File: src/hw/rtl/gbl_pkg.sv
// Shared constants, codes and command/status types of the grid bucket list engine.
package gbl_pkg;

  localparam int POOL_NODES = 1024;
  localparam int NODE_W     = 10;
  localparam int LINK_W     = 11;
  localparam int COUNT_W    = 11;
  localparam int TILE_COUNT = 4096;
  localparam int TILE_W     = 12;
  localparam int ID_W       = 16;
  localparam int SIDE_W     = 5;
  localparam int POS_W      = 4;
  localparam int MAX_SIDE   = 16;
  localparam int ACC_W      = 8;
  localparam int CFG_IDX_W  = 2;

  localparam logic [LINK_W-1:0] NO_LINK = LINK_W'(POOL_NODES);

  // configuration register indexes
  localparam logic [CFG_IDX_W-1:0] CFG_GRID_WIDTH  = 2'd0;
  localparam logic [CFG_IDX_W-1:0] CFG_GRID_HEIGHT = 2'd1;
  localparam logic [CFG_IDX_W-1:0] CFG_GRID_DEPTH  = 2'd2;

  typedef enum logic [1:0] {
    CMD_ADD     = 2'd0,
    CMD_REMOVE  = 2'd1,
    CMD_REPLACE = 2'd2,
    CMD_UNUSED  = 2'd3
  } op_code_t;

  typedef enum logic [1:0] {
    ST_DONE         = 2'd0,
    ST_NOT_FOUND    = 2'd1,
    ST_POOL_FULL    = 2'd2,
    ST_OUT_OF_GRID  = 2'd3
  } status_t;

  // datapath operations issued by the controller, one per cycle
  typedef enum logic [4:0] {
    OP_NOP,
    OP_CLEAR,
    OP_CALC_ACC,
    OP_CALC_TILE,
    OP_READ_HEAD,
    OP_ADD_LINK,
    OP_ADD_TERM,
    OP_WALK_INIT,
    OP_WALK_READ,
    OP_WALK_CHECK,
    OP_REPLACE,
    OP_RM_READ,
    OP_RM_LINK,
    OP_RM_READ_LAST,
    OP_RM_COPY,
    OP_RM_FIX,
    OP_RM_COMMIT
  } dp_op_t;

  typedef struct packed {
    logic    latch;
    dp_op_t  op;
    logic    res_load;
    status_t res_status;
  } dp_cmd_t;

  typedef struct packed {
    logic     range_bad;
    op_code_t cmd;
    logic     pool_full;
    logic     walk_more;
    logic     hit;
    logic     k_is_last;
    logic     clear_last;
  } dp_sts_t;

  typedef enum logic [16:0] {
    S_CLEAR     = 17'd1 << 0,
    S_IDLE      = 17'd1 << 1,
    S_CHECK     = 17'd1 << 2,
    S_TILE      = 17'd1 << 3,
    S_HEAD      = 17'd1 << 4,
    S_BRANCH    = 17'd1 << 5,
    S_ADD_TERM  = 17'd1 << 6,
    S_WALK_RD   = 17'd1 << 7,
    S_WALK_CMP  = 17'd1 << 8,
    S_REPL      = 17'd1 << 9,
    S_RM_RD     = 17'd1 << 10,
    S_RM_LINK   = 17'd1 << 11,
    S_RM_LRD    = 17'd1 << 12,
    S_RM_COPY   = 17'd1 << 13,
    S_RM_FIX    = 17'd1 << 14,
    S_RM_COMMIT = 17'd1 << 15,
    S_RESULT    = 17'd1 << 16
  } state_t;

endpackage

File: src/hw/rtl/gbl_ctrl.sv
// Controller state machine: sequences the datapath through each command.
module gbl_ctrl (
  input  logic             clk,
  input  logic             rst_n,
  input  logic             in_valid,
  output logic             in_ready,
  output logic             out_valid,
  input  logic             out_ready,
  input  gbl_pkg::dp_sts_t sts,
  output gbl_pkg::dp_cmd_t cmd
);
  import gbl_pkg::*;

  state_t  state_r, state_nxt;
  status_t res_r, res_nxt;
  logic    out_valid_r, out_valid_nxt;
  logic    load;

  assign in_ready  = (state_r == S_IDLE);
  assign out_valid = out_valid_r;
  assign load      = (state_r == S_RESULT) && (!out_valid_r || out_ready);

  // pick next state and the datapath operation of this cycle
  always_comb begin
    state_nxt      = state_r;
    res_nxt        = res_r;
    cmd.latch      = 1'b0;
    cmd.op         = OP_NOP;
    cmd.res_load   = load;
    cmd.res_status = res_r;
    unique case (state_r)
      S_CLEAR: begin
        cmd.op = OP_CLEAR;
        if (sts.clear_last) state_nxt = S_IDLE;
      end
      S_IDLE: begin
        if (in_valid) begin
          cmd.latch = 1'b1;
          state_nxt = S_CHECK;
        end
      end
      S_CHECK: begin
        cmd.op = OP_CALC_ACC;
        if (sts.range_bad) begin
          res_nxt   = ST_OUT_OF_GRID;
          state_nxt = S_RESULT;
        end else if (sts.cmd == CMD_UNUSED) begin
          res_nxt   = ST_NOT_FOUND;
          state_nxt = S_RESULT;
        end else begin
          state_nxt = S_TILE;
        end
      end
      S_TILE: begin
        cmd.op    = OP_CALC_TILE;
        state_nxt = S_HEAD;
      end
      S_HEAD: begin
        cmd.op    = OP_READ_HEAD;
        state_nxt = S_BRANCH;
      end
      S_BRANCH: begin
        if (sts.cmd == CMD_ADD) begin
          if (sts.pool_full) begin
            res_nxt   = ST_POOL_FULL;
            state_nxt = S_RESULT;
          end else begin
            cmd.op    = OP_ADD_LINK;
            state_nxt = S_ADD_TERM;
          end
        end else begin
          cmd.op    = OP_WALK_INIT;
          state_nxt = S_WALK_RD;
        end
      end
      S_ADD_TERM: begin
        cmd.op    = OP_ADD_TERM;
        res_nxt   = ST_DONE;
        state_nxt = S_RESULT;
      end
      S_WALK_RD: begin
        if (sts.walk_more) begin
          cmd.op    = OP_WALK_READ;
          state_nxt = S_WALK_CMP;
        end else begin
          res_nxt   = ST_NOT_FOUND;
          state_nxt = S_RESULT;
        end
      end
      S_WALK_CMP: begin
        cmd.op = OP_WALK_CHECK;
        if (!sts.hit) state_nxt = S_WALK_RD;
        else if (sts.cmd == CMD_REMOVE) state_nxt = S_RM_RD;
        else state_nxt = S_REPL;
      end
      S_REPL: begin
        cmd.op    = OP_REPLACE;
        res_nxt   = ST_DONE;
        state_nxt = S_RESULT;
      end
      S_RM_RD: begin
        cmd.op    = OP_RM_READ;
        state_nxt = S_RM_LINK;
      end
      S_RM_LINK: begin
        cmd.op    = OP_RM_LINK;
        state_nxt = sts.k_is_last ? S_RM_COMMIT : S_RM_LRD;
      end
      S_RM_LRD: begin
        cmd.op    = OP_RM_READ_LAST;
        state_nxt = S_RM_COPY;
      end
      S_RM_COPY: begin
        cmd.op    = OP_RM_COPY;
        state_nxt = S_RM_FIX;
      end
      S_RM_FIX: begin
        cmd.op    = OP_RM_FIX;
        state_nxt = S_RM_COMMIT;
      end
      S_RM_COMMIT: begin
        cmd.op    = OP_RM_COMMIT;
        res_nxt   = ST_DONE;
        state_nxt = S_RESULT;
      end
      S_RESULT: begin
        if (load) state_nxt = S_IDLE;
      end
      default: state_nxt = S_CLEAR;
    endcase
  end

  // hold the result word until taken
  assign out_valid_nxt = load ? 1'b1 : (out_valid_r && !out_ready);

  always_ff @(posedge clk) begin
    if (!rst_n) begin
      state_r     <= S_CLEAR;
      res_r       <= ST_DONE;
      out_valid_r <= 1'b0;
    end else begin
      state_r     <= state_nxt;
      res_r       <= res_nxt;
      out_valid_r <= out_valid_nxt;
    end
  end

endmodule

File: config.mk
export PLATFORM = sky130hd
export DESIGN_NAME = gbl_ctrl
export DESIGN_NICKNAME = d
export VERILOG_FILES = /design/src/hw/rtl/gbl_pkg.sv /design/src/hw/rtl/gbl_ctrl.sv
export SDC_FILE = /design/constraint.sdc
export NUM_CORES = 1
export LEC_CHECK = 0
export BUFFER_PORTS_ARGS = -buffer_cell sky130_fd_sc_hd__clkbuf_2
export CAP_MARGIN = 30
export CORE_AREA = 2 2 58 47
export CTS_CLUSTER_SIZE = 16
export DETAILED_ROUTE_END_ITERATION = 10
export DIE_AREA = 0 0 60 49
export PLACE_DENSITY = 0.8
export REMOVE_ABC_BUFFERS = 1
export SYNTH_ARGS = -nofsm -noshare
export SYNTH_HDL_FRONTEND = slang
export SYNTH_SLANG_ARGS = --single-unit
File: constraint.sdc
create_clock -name clk -period 4.6 [get_ports clk]
set_input_delay 0.46 -clock clk [delete_from_list [all_inputs] [get_ports clk]]
set_output_delay 0.46 -clock clk [all_outputs]
set_load 0.02 [all_outputs]
# [Word-level counts from Yosys, hierarchy flattened]
# Index checks and enable logic that the tools add are counted.
[totals] output_inout_bits=11 romBits=0 memories=0 input_bits=12 elab_cells=64 reg_bits=20 mem_bits_rw=0 latch_bits=0
[op_classes] n_reduce_logical=10 magnitude_cmp=0 mul=0 shifts=0 muxes=25 div_mod_pow=0 bitwise_logic=0 n_eq_ne=26 add_sub_neg=0
[op_table] operator="$pmux 17 s15" count=1
[op_table] operator="$mux 17" count=8
[op_table] operator="$pmux 5 s15" count=1
[op_table] operator="$mux 11" count=2
[op_table] operator="$eq 17x1->1 const B" count=1
[op_table] operator="$eq 17x10->1 const B" count=1
[op_table] operator="$eq 17x11->1 const B" count=1
[op_table] operator="$eq 17x12->1 const B" count=1
[op_table] operator="$eq 17x13->1 const B" count=1
[op_table] operator="$eq 17x14->1 const B" count=1
[op_table] operator="$eq 17x15->1 const B" count=1
[op_table] operator="$eq 17x16->1 const B" count=1
[op_table] operator="$eq 17x17->1 const B" count=1
[op_table] operator="$eq 17x2->1 const B" count=1
[op_table] operator="$eq 17x3->1 const B" count=1
[op_table] operator="$eq 17x4->1 const B" count=1
[op_table] operator="$eq 17x5->1 const B" count=1
[op_table] operator="$eq 17x6->1 const B" count=1
[op_table] operator="$eq 17x7->1 const B" count=1
[op_table] operator="$eq 17x8->1 const B" count=1
[op_table] operator="$eq 17x9->1 const B" count=1
[op_table] operator="$mux 16" count=1
[op_table] operator="$ne 2x2->1 const B" count=6
[op_table] operator="$mux 2" count=5
[op_table] operator="other kinds (16)" count=20

# [Depth between registers and ports, before layout]
[depth] word_depth=5 depth_mapped=6 depth_no_buf=5

# [Least setup slack after synthesis]
# OpenSTA, ideal clock, no wires.
[synth_path] path_kind="register to output" start="register state_r[15]" end="output cmd[8] in the netlist's numbering" path_stages_with_launch=4 path_slack_ps=2348 arrival_time_ps=1792 required_time_ps=4140 path_buffers=0 cell_sequence="dfxtp_1 > or4_4 > nor4_2 > and2_1"
[synth_rtl] element="start, declared" line="gbl_ctrl.sv:14" source="state_t state_r, state_nxt;"
[synth_rtl] element="start signal, assigned" line="gbl_ctrl.sv:142" source="state_r <= state_nxt;"
[synth_rtl] element="end, declared" line="gbl_ctrl.sv:10" source="output gbl_pkg::dp_cmd_t cmd"

==> flow_summary.toml <==
[status]
run_status = "finished, final reports clean"

[placement]
hpwl_mm = 2.77
gp_congestion = 0.979
dp.cells = 211
port_buffers = 22

[global_routing]
grt_usage_pct = 26.2
top_usage_layer = "met1"
grtUsageMet3_pct = 6.10
grt_pass1_wl_mm = 5.83
grt-ovfl-total = 0
antenna_found_initial = 0
grt_pass1_vias = 1232
grt_max_degree = 12
use_met1_pct = 40.1
gr-usage-met2_pct = 35.9

[critical_path]
setup.worst_path.start_class = "register"
worstPathCellList = "or4_1 > nor3_2 > nand4b_1 > or2_1 > nand4_1 > clkbuf_2"
slowest_delay_ps = 670
cp_max_fo = 8
cp.arrival_ps = 2440
critPathKind = "reg -> out"
cp-startpoint = "state_r[0]"
worst_path_max_delay_cell = "or4_1"
cpLargestDelayFamily = "simple AND/OR/NAND/NOR gates"
r2r-start = "state_r[0]"
crit_required_ps = 4140
end_kind = "output port"
critPathBufInv = 1

[routing]
wire_per_inst_um = 16.4
viasPerCell = 6.43
postRouteAntennaNets = 0
firstDrtPassIters = 5
drt_iter0_drc = 85
num_vias = 1382
wl_mm = 3.52
drc = 0

[synth]
netlist.area_leader.share_pct = 30.2
async_flop_share_pct = 0
ys_top_cells_by_count = "20 x dfxtp_1, 11 x nor2_1, 9 x a21oi_1"
synth_seq_area_share_pct = 30.2
ys_ff_latch = 20
yosysMostFrequentCell = "dfxtp_1"
ys.flop_type = "dfxtp_1"
syn_inst = 157
syn-cell-area_um2 = 1330
yosys_warnings = 0
synth_edf_count = 0
syn_area_per_cell_um2 = 8.46
synth_top_cells_by_area = "dfxtp_1 30%, nor4_2 5.7%, nand2b_1 3.8%"
synth_top_cell_by_area = "dfxtp_1"
synthDistinctLibCells = 52

[clock_tree]
postCtsSetupRepairBufs = 0
clkTransAtPathRegs_ps = 110
htree_num_levels = 1
hold_buffers = 0
post_cts_resized = 0
clock_sinks = 20
clk_latency_ps = 310
cts_tree = "built"
numCtsBuffers = 3
clockBufferDepth = 2
clockRootBuffer = "clkbuf_4"

[power]
pwr-share-comb_pct = 14.5
clkPwrFrac_pct = 31.5
swShare_pct = 27.1
p_seq_share_pct = 54.0
p_sw_uw = 90.0
powerDensity_nw_per_um2 = 222
p_leak_nw = 0.602
p_int_uw = 242
finalPower_uw = 332
vdd_ir_drop_max_v = 0.000140

[worst_hold_path]
min_path_type = "in -> reg"
worstHoldStart = "sts[1]"

[die]
num_rows = 16
ioPinCount = 23
fp.dieH_um = 49
core_region_area_um2 = 2420
start_util_pct = 54.8
die_area_um2 = 2940
chipWidth_um = 60

[sta]
finalHoldViolCount = 0
setup_viol = 0
maxSlewHeadroom_pct = 58.7
rsz0062_at_grt = "no"
timing.hold.ws_ps = 314
clock_skew_ps = 3.17
post-route-period-util_pct = 62.9
setup_tns_ps = 0
min_period_ps = 2900
worstMarginPinSlew_ps = 615
fmax_mhz = 345
slew_violations = 0

[final_layout]
finalNetCount = 192
antenna_cells = 0
drive_gt1_share_pct = 24.0
syn_to_final_growth_pct = 13.0
postLayoutCoreUtil_pct = 61.9
fill_cells = 221
multi_input_area_um2 = 901
regArea_um2 = 400
fin_cells = 215

[run]
drv_cap = 0
## worst paths after layout
check / end / slack (ps) / depth (start not counted)
worst max-delay path: cmd[4] / 1700 / 6
worst min-delay path: state_r[12] / 310 / 2
worst max register to register: res_r[0] / 2450 / 5
worst min register to register: out_valid / 570 / 2
## area by class of cell
cell class	instances	share of cell area, %
repair buffers	22	7.34
flip-flops and latches	20	26.7
multi-input cells	131	60.0
clock buffers	4	2.42
well taps	36	3.00
inverters	2	0.500
## sequential cells by signal (all words and copies together), names as in the netlist
name,flops
out_valid,1
res_r,2
state_r,17
## per-layer routing
metal,up-vias,routed length [um]
met5,-,0
met4,0,66
li1,660,-
met1,640,1630
met3,8,292
met2,74,1540
## cells in the final DEF, fill, tap and decap left out, drive strengths merged, types with 4 or more instances in the layout
cell type	synthesis	layout
nand2	7	7
clkbuf	3	26
dfxtp	20	20
nand3	4	4
nand2b	8	8
nor2b	4	4
a21oi	10	10
nand4	8	8
nand3b	6	6
o21ai	4	4
nor4	13	13
nor2	11	11
nor3	7	7
or2	4	4
## worst reg2reg max path, stage by stage (launching register included)
cell	delay [ps]
dfxtp_1	420
or4_1	670
nor4_2	400
o211ai_1	240
a21oi_1	230
a211oi_2	90
## cells by family after synthesis
logic type | share of synthesized area (%)
simple gates | 50.1
compound gates | 15.1
flops | 30.2
buf+inv | 1.98
xor+xnor | 2.64
## power by group through the flow
stage               clock network [mW]  logic (mW)  registers [mW]
global placement                     0      0.0467           0.183
CTS                              0.105      0.0471           0.179
detailed placement                   0      0.0468           0.183
finish                           0.105      0.0481           0.180
global route                     0.116      0.0525           0.180
floorplan                            0      0.0309           0.182
## metrics by stage
| stage | setup WS (ps) | area, um2 |
|---|---|---|
| after floorplan | 2350 | 1310 |
| after global placement | 2100 | 1460 |
| after detailed placement | 2120 | 1460 |
| after CTS | 1770 | 1500 |
| after global routing | 1570 | 1500 |
| final | 1700 | 1500 |
Power figures use the tool's default switching activity.
